===== src/rtl/i2ctsp_pkg.sv =====
// Shared types and constants for the I2C temperature sensor poller.
// No dependencies.
package i2ctsp_pkg;

    localparam int INTERVAL_WIDTH = 24;
    localparam int POLL_WIDTH     = 24;
    localparam int ADDR_WIDTH     = 7;
    localparam int PTR_WIDTH      = 8;
    localparam int CFG_IDX_WIDTH  = 2;
    localparam int CFG_DATA_WIDTH = 24;

    localparam logic [CFG_IDX_WIDTH-1:0] CFG_IDX_POLL = 2'd0;
    localparam logic [CFG_IDX_WIDTH-1:0] CFG_IDX_ADDR = 2'd1;
    localparam logic [CFG_IDX_WIDTH-1:0] CFG_IDX_PTR  = 2'd2;

    localparam logic [POLL_WIDTH-1:0] POLL_RESET = 24'd100000;
    localparam logic [ADDR_WIDTH-1:0] ADDR_RESET = 7'd72;
    localparam logic [PTR_WIDTH-1:0]  PTR_RESET  = 8'd0;
    localparam logic signed [7:0]     TEMP_RESET = 8'sd100;

    typedef struct packed {
        logic [POLL_WIDTH-1:0] poll_interval;
        logic [ADDR_WIDTH-1:0] sensor_address;
        logic [PTR_WIDTH-1:0]  register_pointer;
    } t_cfg;

    typedef struct packed {
        logic              scl_level;
        logic              sda_pull_low;
        logic signed [7:0] temperature_c;
        logic              reading_fresh;
        logic              bus_busy;
    } t_pins;

endpackage


===== src/rtl/i2c_temp_sensor_poller_core.sv =====
// Top level of the I2C temperature sensor poller: handshake, config, result register.
// Depends on i2ctsp_pkg and i2ctsp_seq.
//
// Usage:
//   Input channel (i_in_valid / o_in_stall / i_sda_sample): one transfer per bus
//   phase tick, normally one per prescaler strobe, carrying the sampled SDA level.
//   Output channel (o_out_valid / i_out_stall / pin and reading fields): one
//   result per input transfer, giving the SCL level, the SDA pull-down, the held
//   temperature in whole degrees, a fresh flag and bus_busy after that tick.
//   Config channel (i_cfg_valid / o_cfg_ready / i_cfg_index / i_cfg_data):
//   index 0 poll interval, 1 sensor address, 2 register pointer; other indexes
//   are dropped. Ready is always high; write only while the block is idle.
//   The result is registered and shows in the cycle after its input transfer.
//   Throughput: one tick per cycle unless the output stalls; the sequencer update
//   is a single pass of logic between the state registers and the result register.
//   Stall: the result register holds while i_out_stall is high with a result
//   waiting; o_in_stall rises only then, and a new tick is taken in the same
//   cycle the waiting result transfers out.
//   Reset: both bus lines released, sequencer idle, interval counter zero,
//   temperature 100, registers back to defaults, no result pending.
module i2c_temp_sensor_poller_core #(
    parameter int INTERVAL_WIDTH = i2ctsp_pkg::INTERVAL_WIDTH
) (
    input  logic                                  i_clk,
    input  logic                                  i_rst_n,
    // input channel
    input  logic                                  i_in_valid,
    output logic                                  o_in_stall,
    input  logic                                  i_sda_sample,
    // output channel
    output logic                                  o_out_valid,
    input  logic                                  i_out_stall,
    output logic                                  o_scl_level,
    output logic                                  o_sda_pull_low,
    output logic signed [7:0]                     o_temperature_c,
    output logic                                  o_reading_fresh,
    output logic                                  o_bus_busy,
    // config write channel
    input  logic                                  i_cfg_valid,
    output logic                                  o_cfg_ready,
    input  logic [i2ctsp_pkg::CFG_IDX_WIDTH-1:0]  i_cfg_index,
    input  logic [i2ctsp_pkg::CFG_DATA_WIDTH-1:0] i_cfg_data
);

    i2ctsp_pkg::t_cfg  r_cfg;
    i2ctsp_pkg::t_pins seq_pins;
    i2ctsp_pkg::t_pins r_pins;
    logic              r_out_valid;
    logic              in_xfer;
    logic              cfg_xfer;

    // Stall the input only while a result waits and the receiver holds it off.
    assign o_in_stall  = r_out_valid & i_out_stall;
    assign in_xfer     = i_in_valid & ~o_in_stall;
    assign o_cfg_ready = 1'b1;
    assign cfg_xfer    = i_cfg_valid & o_cfg_ready;

    always_ff @(posedge i_clk) begin
        if (!i_rst_n) begin
            r_cfg.poll_interval    <= i2ctsp_pkg::POLL_RESET;
            r_cfg.sensor_address   <= i2ctsp_pkg::ADDR_RESET;
            r_cfg.register_pointer <= i2ctsp_pkg::PTR_RESET;
        end else if (cfg_xfer) begin
            unique case (i_cfg_index)
                i2ctsp_pkg::CFG_IDX_POLL: begin
                    r_cfg.poll_interval <= i_cfg_data[i2ctsp_pkg::POLL_WIDTH-1:0];
                end
                i2ctsp_pkg::CFG_IDX_ADDR: begin
                    r_cfg.sensor_address <= i_cfg_data[i2ctsp_pkg::ADDR_WIDTH-1:0];
                end
                i2ctsp_pkg::CFG_IDX_PTR: begin
                    r_cfg.register_pointer <= i_cfg_data[i2ctsp_pkg::PTR_WIDTH-1:0];
                end
                default: begin
                    // index outside the register list: drop the write
                end
            endcase
        end
    end

    i2ctsp_seq #(
        .INTERVAL_WIDTH (INTERVAL_WIDTH)
    ) u_seq (
        .i_clk        (i_clk),
        .i_rst_n      (i_rst_n),
        .i_advance    (in_xfer),
        .i_sda_sample (i_sda_sample),
        .i_cfg        (r_cfg),
        .o_pins       (seq_pins)
    );

    // Result register: load on every input transfer, hold while stalled.
    always_ff @(posedge i_clk) begin
        if (!i_rst_n) begin
            r_out_valid <= 1'b0;
        end else if (in_xfer) begin
            r_out_valid <= 1'b1;
        end else if (!i_out_stall) begin
            r_out_valid <= 1'b0;
        end
    end

    always_ff @(posedge i_clk) begin
        if (in_xfer) begin
            r_pins <= seq_pins;
        end
    end

    assign o_out_valid     = r_out_valid;
    assign o_scl_level     = r_pins.scl_level;
    assign o_sda_pull_low  = r_pins.sda_pull_low;
    assign o_temperature_c = r_pins.temperature_c;
    assign o_reading_fresh = r_pins.reading_fresh;
    assign o_bus_busy      = r_pins.bus_busy;

endmodule


===== src/rtl/i2ctsp_seq.sv =====
// Transaction sequencer of the I2C temperature poller: one pin change per tick.
// Depends on i2ctsp_pkg (t_cfg, t_pins, reset constants).
module i2ctsp_seq #(
    parameter int INTERVAL_WIDTH = i2ctsp_pkg::INTERVAL_WIDTH
) (
    input  logic               i_clk,
    input  logic               i_rst_n,
    input  logic               i_advance,
    input  logic               i_sda_sample,
    input  i2ctsp_pkg::t_cfg   i_cfg,
    output i2ctsp_pkg::t_pins  o_pins
);

    localparam int CW = ((INTERVAL_WIDTH > i2ctsp_pkg::POLL_WIDTH) ?
                         INTERVAL_WIDTH : i2ctsp_pkg::POLL_WIDTH) + 1;

    localparam logic [3:0] ST_IDLE    = 4'd0;
    localparam logic [3:0] ST_START_A = 4'd1;
    localparam logic [3:0] ST_ADDR_W  = 4'd2;
    localparam logic [3:0] ST_POINTER = 4'd3;
    localparam logic [3:0] ST_STOP_A  = 4'd4;
    localparam logic [3:0] ST_START_B = 4'd5;
    localparam logic [3:0] ST_ADDR_R  = 4'd6;
    localparam logic [3:0] ST_READ_HI = 4'd7;
    localparam logic [3:0] ST_READ_LO = 4'd8;
    localparam logic [3:0] ST_STOP_B  = 4'd9;

    logic [INTERVAL_WIDTH-1:0] r_count, n_count;
    logic [3:0]                r_step,  n_step;
    logic [3:0]                r_bit,   n_bit;
    logic [1:0]                r_phase, n_phase;
    logic [7:0]                r_shift, n_shift;
    logic [7:0]                r_high,  n_high;
    logic signed [7:0]         r_held,  n_held;
    logic                      r_scl,   n_scl;
    logic                      r_sda,   n_sda;
    logic                      n_fresh;

    logic [CW-1:0] count_inc;
    logic [CW-1:0] poll_ext;
    logic          poll_due;
    logic          reading;
    logic          ack_slot;
    logic [3:0]    step_inc;

    // Shift register contents on entering a step; other steps keep it.
    function automatic logic [7:0] f_enter_shift(input logic [3:0] s,
                                                 input i2ctsp_pkg::t_cfg c,
                                                 input logic [7:0] cur);
        logic [7:0] v;
        v = cur;
        unique case (s)
            ST_ADDR_W:             v = {c.sensor_address, 1'b0};
            ST_POINTER:            v = c.register_pointer;
            ST_ADDR_R:             v = {c.sensor_address, 1'b1};
            ST_READ_HI, ST_READ_LO: v = 8'd0;
            default:               v = cur;
        endcase
        return v;
    endfunction

    assign count_inc = {{(CW-INTERVAL_WIDTH){1'b0}}, r_count} + CW'(1);
    assign poll_ext  = {{(CW-i2ctsp_pkg::POLL_WIDTH){1'b0}}, i_cfg.poll_interval};
    assign poll_due  = (count_inc >= poll_ext) || (&r_count);
    assign reading   = (r_step == ST_READ_HI) || (r_step == ST_READ_LO);
    assign ack_slot  = r_bit[3];
    assign step_inc  = r_step + 4'd1;

    always_comb begin
        n_count = r_count;
        n_step  = r_step;
        n_bit   = r_bit;
        n_phase = r_phase;
        n_shift = r_shift;
        n_high  = r_high;
        n_held  = r_held;
        n_scl   = r_scl;
        n_sda   = r_sda;
        n_fresh = 1'b0;

        unique case (r_step)
            ST_START_A, ST_START_B: begin
                unique case (r_phase)
                    2'd0: begin
                        n_scl   = 1'b1;
                        n_sda   = 1'b1;
                        n_phase = 2'd1;
                    end
                    2'd1: begin
                        n_sda   = 1'b0;
                        n_phase = 2'd2;
                    end
                    default: begin
                        n_scl   = 1'b0;
                        n_step  = step_inc;
                        n_bit   = 4'd0;
                        n_phase = 2'd0;
                        n_shift = f_enter_shift(step_inc, i_cfg, r_shift);
                    end
                endcase
            end
            ST_ADDR_W, ST_POINTER, ST_ADDR_R, ST_READ_HI, ST_READ_LO: begin
                unique case (r_phase)
                    2'd0: begin
                        n_scl = 1'b0;
                        if (!ack_slot) begin
                            n_sda = reading ? 1'b1 : r_shift[7];
                        end else begin
                            // ACK the high data byte, NACK everything else
                            n_sda = (r_step != ST_READ_HI);
                        end
                        n_phase = 2'd1;
                    end
                    2'd1: begin
                        n_scl   = 1'b1;
                        n_phase = 2'd2;
                    end
                    2'd2: begin
                        if (reading && !ack_slot) begin
                            n_shift = {r_shift[6:0], i_sda_sample};
                        end
                        n_phase = 2'd3;
                    end
                    default: begin
                        n_scl = 1'b0;
                        if (ack_slot) begin
                            if (r_step == ST_READ_HI) begin
                                n_high = r_shift;
                            end
                            n_step  = step_inc;
                            n_bit   = 4'd0;
                            n_phase = 2'd0;
                            n_shift = f_enter_shift(step_inc, i_cfg, r_shift);
                        end else begin
                            if (!reading) begin
                                n_shift = {r_shift[6:0], 1'b0};
                            end
                            n_bit   = r_bit + 4'd1;
                            n_phase = 2'd0;
                        end
                    end
                endcase
            end
            ST_STOP_A, ST_STOP_B: begin
                unique case (r_phase)
                    2'd0: begin
                        n_scl   = 1'b0;
                        n_sda   = 1'b0;
                        n_phase = 2'd1;
                    end
                    2'd1: begin
                        n_scl   = 1'b1;
                        n_phase = 2'd2;
                    end
                    default: begin
                        n_sda   = 1'b1;
                        n_bit   = 4'd0;
                        n_phase = 2'd0;
                        if (r_step == ST_STOP_A) begin
                            n_step = ST_START_B;
                        end else begin
                            // the signed high byte is the whole-degree value
                            n_held  = $signed(r_high);
                            n_fresh = 1'b1;
                            n_count = '0;
                            n_step  = ST_IDLE;
                        end
                    end
                endcase
            end
            default: begin
                n_step  = ST_IDLE;
                n_bit   = 4'd0;
                n_phase = 2'd0;
                if (poll_due) begin
                    n_count = '0;
                    n_step  = ST_START_A;
                end else begin
                    n_count = count_inc[INTERVAL_WIDTH-1:0];
                end
            end
        endcase
    end

    always_ff @(posedge i_clk) begin
        if (!i_rst_n) begin
            r_count <= '0;
            r_step  <= ST_IDLE;
            r_bit   <= 4'd0;
            r_phase <= 2'd0;
            r_shift <= 8'd0;
            r_high  <= 8'd0;
            r_held  <= i2ctsp_pkg::TEMP_RESET;
            r_scl   <= 1'b1;
            r_sda   <= 1'b1;
        end else if (i_advance) begin
            r_count <= n_count;
            r_step  <= n_step;
            r_bit   <= n_bit;
            r_phase <= n_phase;
            r_shift <= n_shift;
            r_high  <= n_high;
            r_held  <= n_held;
            r_scl   <= n_scl;
            r_sda   <= n_sda;
        end
    end

    assign o_pins.scl_level     = n_scl;
    assign o_pins.sda_pull_low  = ~n_sda;
    assign o_pins.temperature_c = n_held;
    assign o_pins.reading_fresh = n_fresh;
    assign o_pins.bus_busy      = (n_step != ST_IDLE);

endmodule


===== config.mk =====
export PLATFORM = sky130hd
export DESIGN_NAME = i2c_temp_sensor_poller_core
export DESIGN_NICKNAME = d
export VERILOG_FILES = /design/src/rtl/i2ctsp_pkg.sv /design/src/rtl/i2c_temp_sensor_poller_core.sv /design/src/rtl/i2ctsp_seq.sv
export SDC_FILE = /design/constraint.sdc
export NUM_CORES = 1
export LEC_CHECK = 0
export ABC_AREA = 1
export BUFFER_PORTS_ARGS = -buffer_cell sky130_fd_sc_hd__buf_4
export CORE_ASPECT_RATIO = 1.5
export CORE_UTILIZATION = 35
export CTS_CLUSTER_DIAMETER = 80
export CTS_CLUSTER_SIZE = 12
export DETAILED_ROUTE_END_ITERATION = 12
export PLACE_DENSITY = 0.6
export SKIP_CTS_REPAIR_TIMING = 1
export SLEW_MARGIN = 30
export SYNTH_ARGS = -nofsm -noshare
export SYNTH_HDL_FRONTEND = slang
export SYNTH_SLANG_ARGS = --single-unit

===== constraint.sdc =====
create_clock -name i_clk -period 2.4 [get_ports i_clk]
set_clock_uncertainty 0.1 [all_clocks]
set_input_delay 0.12 -clock i_clk [delete_from_list [all_inputs] [get_ports i_clk]]
set_output_delay 0.12 -clock i_clk [all_outputs]
set_load 0.005 [all_outputs]

# [Word-level counts from Yosys, hierarchy flattened]
# Index checks and enable logic that the tools add are counted.
[classes] addsub=3 reduce_logical=25 order_cmp=1 eq_ne=28 bitwise_logic=7 n_mux=41
[op_table] cell="two-way mux 24 bit" n=3
[op_table] cell="two-way mux 8 bit" n=7
[op_table] cell="one-hot mux 24 bit (2 select lines)" n=1
[op_table] cell="one-hot mux 8 bit (2 select lines)" n=2
[op_table] cell="one-hot mux 8 bit (4 select lines)" n=1
[op_table] cell="two-way mux 4 bit" n=7
[op_table] cell="adder 24 x 1 -> 25 bit, second input constant" n=1
[op_table] cell=">= comparator 25 x 24 -> 1 bit" n=1
[op_table] cell="equality test 4 x 3 -> 1 bit, second input constant" n=6
[op_table] cell="AND reduction 24 bit" n=1
[op_table] cell="equality test 4 x 2 -> 1 bit, second input constant" n=4
[op_table] cell="equality test 4 bit, second input constant" n=3
[op_table] cell="!= test 2 bit, second input constant" n=6
[op_table] cell="one-hot mux 4 bit (3 select lines)" n=1
[op_table] cell="one-hot mux 1 bit (2 select lines)" n=5
[op_table] cell="adder 4 x 1 -> 4 bit, second input constant" n=2
[op_table] cell="!= test 4 x 3 -> 1 bit, second input constant" n=2
[op_table] cell="one-hot mux 2 bit (2 select lines)" n=2
[op_table] cell="one-hot mux 4 bit (2 select lines)" n=1
[op_table] cell="OR reduction 2 bit" n=4
[op_table] cell="two-way mux 1 bit" n=7
[op_table] cell="OR reduction 7 bit" n=1
[op_table] cell="one-hot mux 1 bit (3 select lines)" n=2
[op_table] cell="one-hot mux 2 bit (3 select lines)" n=1
[op_table] cell="22 further kinds" n=34
[totals] register_bits=112 inputBits=32

# [Logic depth before layout (Yosys ltp)]
[depth] depth_word=7 ltp_mapped=20 mapped_depth_nobuf=20

# [Hierarchy]
# From an unflattened synthesis, not the netlist that was laid out.
[unflattened] hier_cells=954 area_unflattened_um2=6766.5
[by_module_without_submodules] mod="i2ctsp_seq" n_inst=1 cells_per_inst=695 seq_area_each_um2=1201.2 area_each_um2=4655.7
[by_module_without_submodules] mod="i2c_temp_sensor_poller_core" n_inst=1 cells_per_inst=259 seq_area_each_um2=1161.1 area_each_um2=2110.8

# [Least setup slack after synthesis]
# Ideal clock, no wire load.
[synth_path] path_type="flip-flop to flip-flop" startpoint="reg u_seq.r_count[0]" endpoint="reg u_seq.r_count[8]" path_buffers=1 required_time_ns=2.230 t_arrival_ns=2.510 stages_incl_launch_ff=20 setup_ns=0.070 synth_period_minus_slack_ns=2.681 slack_ns=-0.281 path_cell_list="dfxtp_1 ha_1 nand2_1 nor2_4 nand2_4 nor3_1 nand3_1 nand2_1 inv_1 ha_1 nand2_1 nand2_1 nand2_1 nand2_1 a21boi_0 nor2_1 nor2_2 buf_4 nand4_1 a21oi_1"
[synth_between] elab_chain_len=5
[synth_rtl] item="from (decl)" line_no="i2ctsp_seq.sv:28" source="logic [INTERVAL_WIDTH-1:0] r_count, n_count;"
[synth_rtl] item="from (signal assigned)" line_no="i2ctsp_seq.sv:197" source="r_count <= n_count;"
[synth_rtl] item="adder 24 x 1 -> 25 bit" line_no="i2ctsp_seq.sv:62" source="assign count_inc = {{(CW-INTERVAL_WIDTH){1'b0}}, r_count} + CW'(1);"
[synth_rtl] item=">= comparator 25 x 24 -> 1 bit" line_no="i2ctsp_seq.sv:64" source="assign poll_due = (count_inc >= poll_ext) || (&r_count);"
[synth_rtl] item="logical OR 1 bit" line_no="i2ctsp_seq.sv:64"
[synth_rtl] item="two-way mux 24 bit (*)" line_no="i2ctsp_seq.sv:175" source="if (poll_due) begin"
[synth_rtl] item="one-hot mux 24 bit (2 select lines) (*)" line_no="i2ctsp_seq.sv:81" source="unique case (r_step)"
# Every way passes the cells marked *; elsewhere a longest branch is shown, timed or not.
# A chain may end at the register's enable or synchronous reset.

# [Worst setup path in the final report]
[layout_path] startpoint="reg u_seq.r_count[1]" endpoint="reg u_seq.r_count[19]"
# Same word-level chain as after synthesis.

==> impl_metrics.csv <==
group,metric,value,unit
synth,avgSynthCellArea,7.06,µm²
global_routing,grt_overflow,0,
layout,diodes,0,
worst_setup_path,arrival,3050,ps
floorplanning,die_h,168,µm
clocking,cts_buffers,9,
outcome,violations,"hold timing, setup timing",
synth,synth-seq-cells,112,
global_routing,grt_use_met1,19.8,%
synth,ys_seq_area_share,36.8,%
timing,rsz0062_at_grt,"yes",
synth,yosys_warnings,0,
clocking,cts_tree,"built",
clocking,clock_path_buffers,2,
placement,portBuffers,45,
synth,yosys-top-cells-area,"dfxtp_1 31%, nand2_1 12%, inv_1 7.5%, ha_1 7.4%, a21oi_1 6.7%",
worst_setup_path,critPathLaunchType,"flop",
floorplanning,initial_core_util,35.7,%
timing,drv_slew,0,
global_routing,antenna_found_initial,0,
pwr,p_leak,4.02,nW
global_routing,grt_max_degree,58,
placement,pre_cts_ws,-703,ps
timing,hold_viol_final,1,
drt,routed_wl,18700,µm
layout,final_cells,1295,
floorplanning,die_w,113,µm
pwr,p_per_area,510,nW/µm²
layout,seq_area,2390,µm²
global_routing,grt_pass1_wl,29200,µm
clocking,htreeDepth,3,
timing,holdWs,-34.1,ps
global_routing,grt_use_total,19.9,%
worst_setup_path,cp_max_fo,6,
drt,remaining_drc_errors,0,
drt,wl_per_cell,14.4,µm
synth,netlist_area,6410,µm²
layout,area_growth,36.9,%
clocking,clock_sinks,112,
timing,min_period,2870,ps
synth,synthArstFlopShare,0,%
placement,placedCellCount,1247,
clocking,root_buffer,"clkbuf_16",
outcome,status,"finished, violations left",
clocking,clk_pin_slew_worst_paths,80,ps
global_routing,gr-usage-met2,37.2,%
drt,vias,6446,
floorplanning,ios,47,
layout,fin_nets,1143,
worst_hold_path,hold_class,"in2reg",
synth,synth_fp_nets,979,
flow_run,cap_violations,0,
drt,drtIter0Drc,309,
layout,nFillCells,1760,
layout,drive_gt1_share,26.9,%
pwr,peakVddDrop,303,µV
layout,mostFrequentLayoutCells,"179 x nand2_1, 149 x buf_4, 124 x inv_1",
clocking,insertion_delay,370,ps
layout,final_area,8780,µm²
floorplanning,dieArea,18900,µm²
layout,multi_input_area,3740,µm²
worst_setup_path,critPathKind,"reg2reg",
drt,final_antenna_net_count,0,
synth,synth-main-ff-cell,"dfxtp_1",
synth,ys_types,44,
synth,yosys.area.top_type,"dfxtp_1",
timing,maxSlewHeadroom,37.1,%
timing,fin_crit_sh,120,%
synth,synth_top_area_share,31.2,%
floorplanning,std_cell_rows,60,
timing,setup_ws,-469,ps
synth,synth_edf_count,12,
worst_setup_path,worstPathRequired,2580,ps
global_routing,top_usage_layer,"met2",
placement,gp_congestion,0.961,
placement,dp_hpwl,13800,µm
layout,layout_commonest_cell,"nand2_1",
synth,synth_cells,909,
timing,tightest_slew,942,ps
global_routing,grt_pass1_vias,6081,
worst_setup_path,end_kind,"flop",
floorplanning,core,17900,µm²
drt,drtPass1Iterations,6,
drt,via_per_inst,4.98,
timing,clock.fmax,349,MHz
timing,setup_viol,26,
placement,placed_cell_area,7790,µm²
global_routing,gr-usage-met3,2.63,%
-- final cells by class --
cell class                      instances  share of cell area, %
Clock buffer                           10                   2.85
Clock inverter                          6                  0.940
Inverter                              135                   5.79
Multi-Input combinational cell        632                   42.6
Sequential cell                       112                   27.2
Tap cell                              217                   3.09
Timing Repair Buffer                  183                   17.5
-- registers in the layout (all words and copies together), names as in the netlist, 2 cells and up --
register and cells:
u_seq.r_phase 2, u_seq.r_held 8, r_cfg 39, u_seq.r_count 24, u_seq.r_shift 8, o_temperature_c 8
u_seq.r_bit 4, u_seq.r_high 8, u_seq.r_step 4
-- path summary, 6_finish.rpt --
check	from	endpoint	slack (ps)	cells past startpoint
worst max-delay path	u_seq.r_count[1]$_SDFFE_PN0P_	u_seq.r_count[19]$_SDFFE_PN0P_	-470	20
worst min-delay path	i_cfg_data[18]	r_cfg[33]$_SDFFE_PN0P_	-30	3
worst max register to register	u_seq.r_count[1]$_SDFFE_PN0P_	u_seq.r_count[19]$_SDFFE_PN0P_	-470	20
worst min register to register	r_cfg[3]$_SDFFE_PN0P_	r_cfg[3]$_SDFFE_PN0P_	350	2
-- power breakdown --
group / switching [mW] / internal (mW) / total, mW
Combinational: 0.473 / 0.332 / 0.805
Sequential: 0.0516 / 1.99 / 2.04
Clock: 0.816 / 0.816 / 1.63
-- through the flow --
stage | utilization [%] | total power, mW | setup TNS [ps] | hold WS, ps
2_1_floorplan | - | 2.53 | -2350 | 146
4_1_cts | 45.3 | 4.47 | -17810 | -140
6_report | 48.9 | 4.48 | -11500 | -34.1
3_3_place_gp | 43.4 | 2.83 | -16730 | 240
3_5_place_dp | 43.4 | 2.84 | -17220 | 240
5_1_grt | 48.9 | 4.71 | -15220 | 3.42
-- critical path, cell delays in order (launching register included) --
cell	delay, ps
dfxtp_2	360
ha_4	150
nand2_4	50
nor2_4	130
nand2_4	100
buf_6	130
nor2_4	110
nand2_2	70
xor2_1	130
inv_1	100
ha_4	210
nand2_1	50
a21oi_1	60
nor2_1	140
nand2_2	90
nand2_2	80
nand3_2	90
nor2_4	220
buf_12	160
nand4_1	100
a21oi_2	140
-- kinds of logic after synthesis --
group,count (synthesis),share of synthesized area [%]
buffers and inverters,165,10.5
and+or+nand+nor,387,27.0
DFF,112,36.8
xor gates and xnor gates,16,2.30
other,1,0.0585
adders and majority gates,38,7.41
AOI/OAI and AO/OA,190,16.0
-- cells in the mapped netlist (6+ instances only) --
| cell type | n |
|---|---|
| dfxtp_1 | 100 |
| nand3_1 | 38 |
| inv_1 | 129 |
| nand2_1 | 197 |
| nand4_1 | 33 |
| a21oi_1 | 86 |
| nor2_1 | 82 |
| ha_1 | 38 |
| xor2_1 | 11 |
| nor3_1 | 12 |
| o211ai_1 | 13 |
| buf_4 | 6 |
| clkbuf_1 | 17 |
| o21ai_0 | 71 |
| edfxtp_1 | 12 |
-- routing by layer --
layer	vias up	wire length [µm]
li1	3293	-
met1	2951	6920
met2	133	10100
met3	69	492
met4	0	1170
met5	-	0
Note: power is estimated with default switching activity, not from simulation.
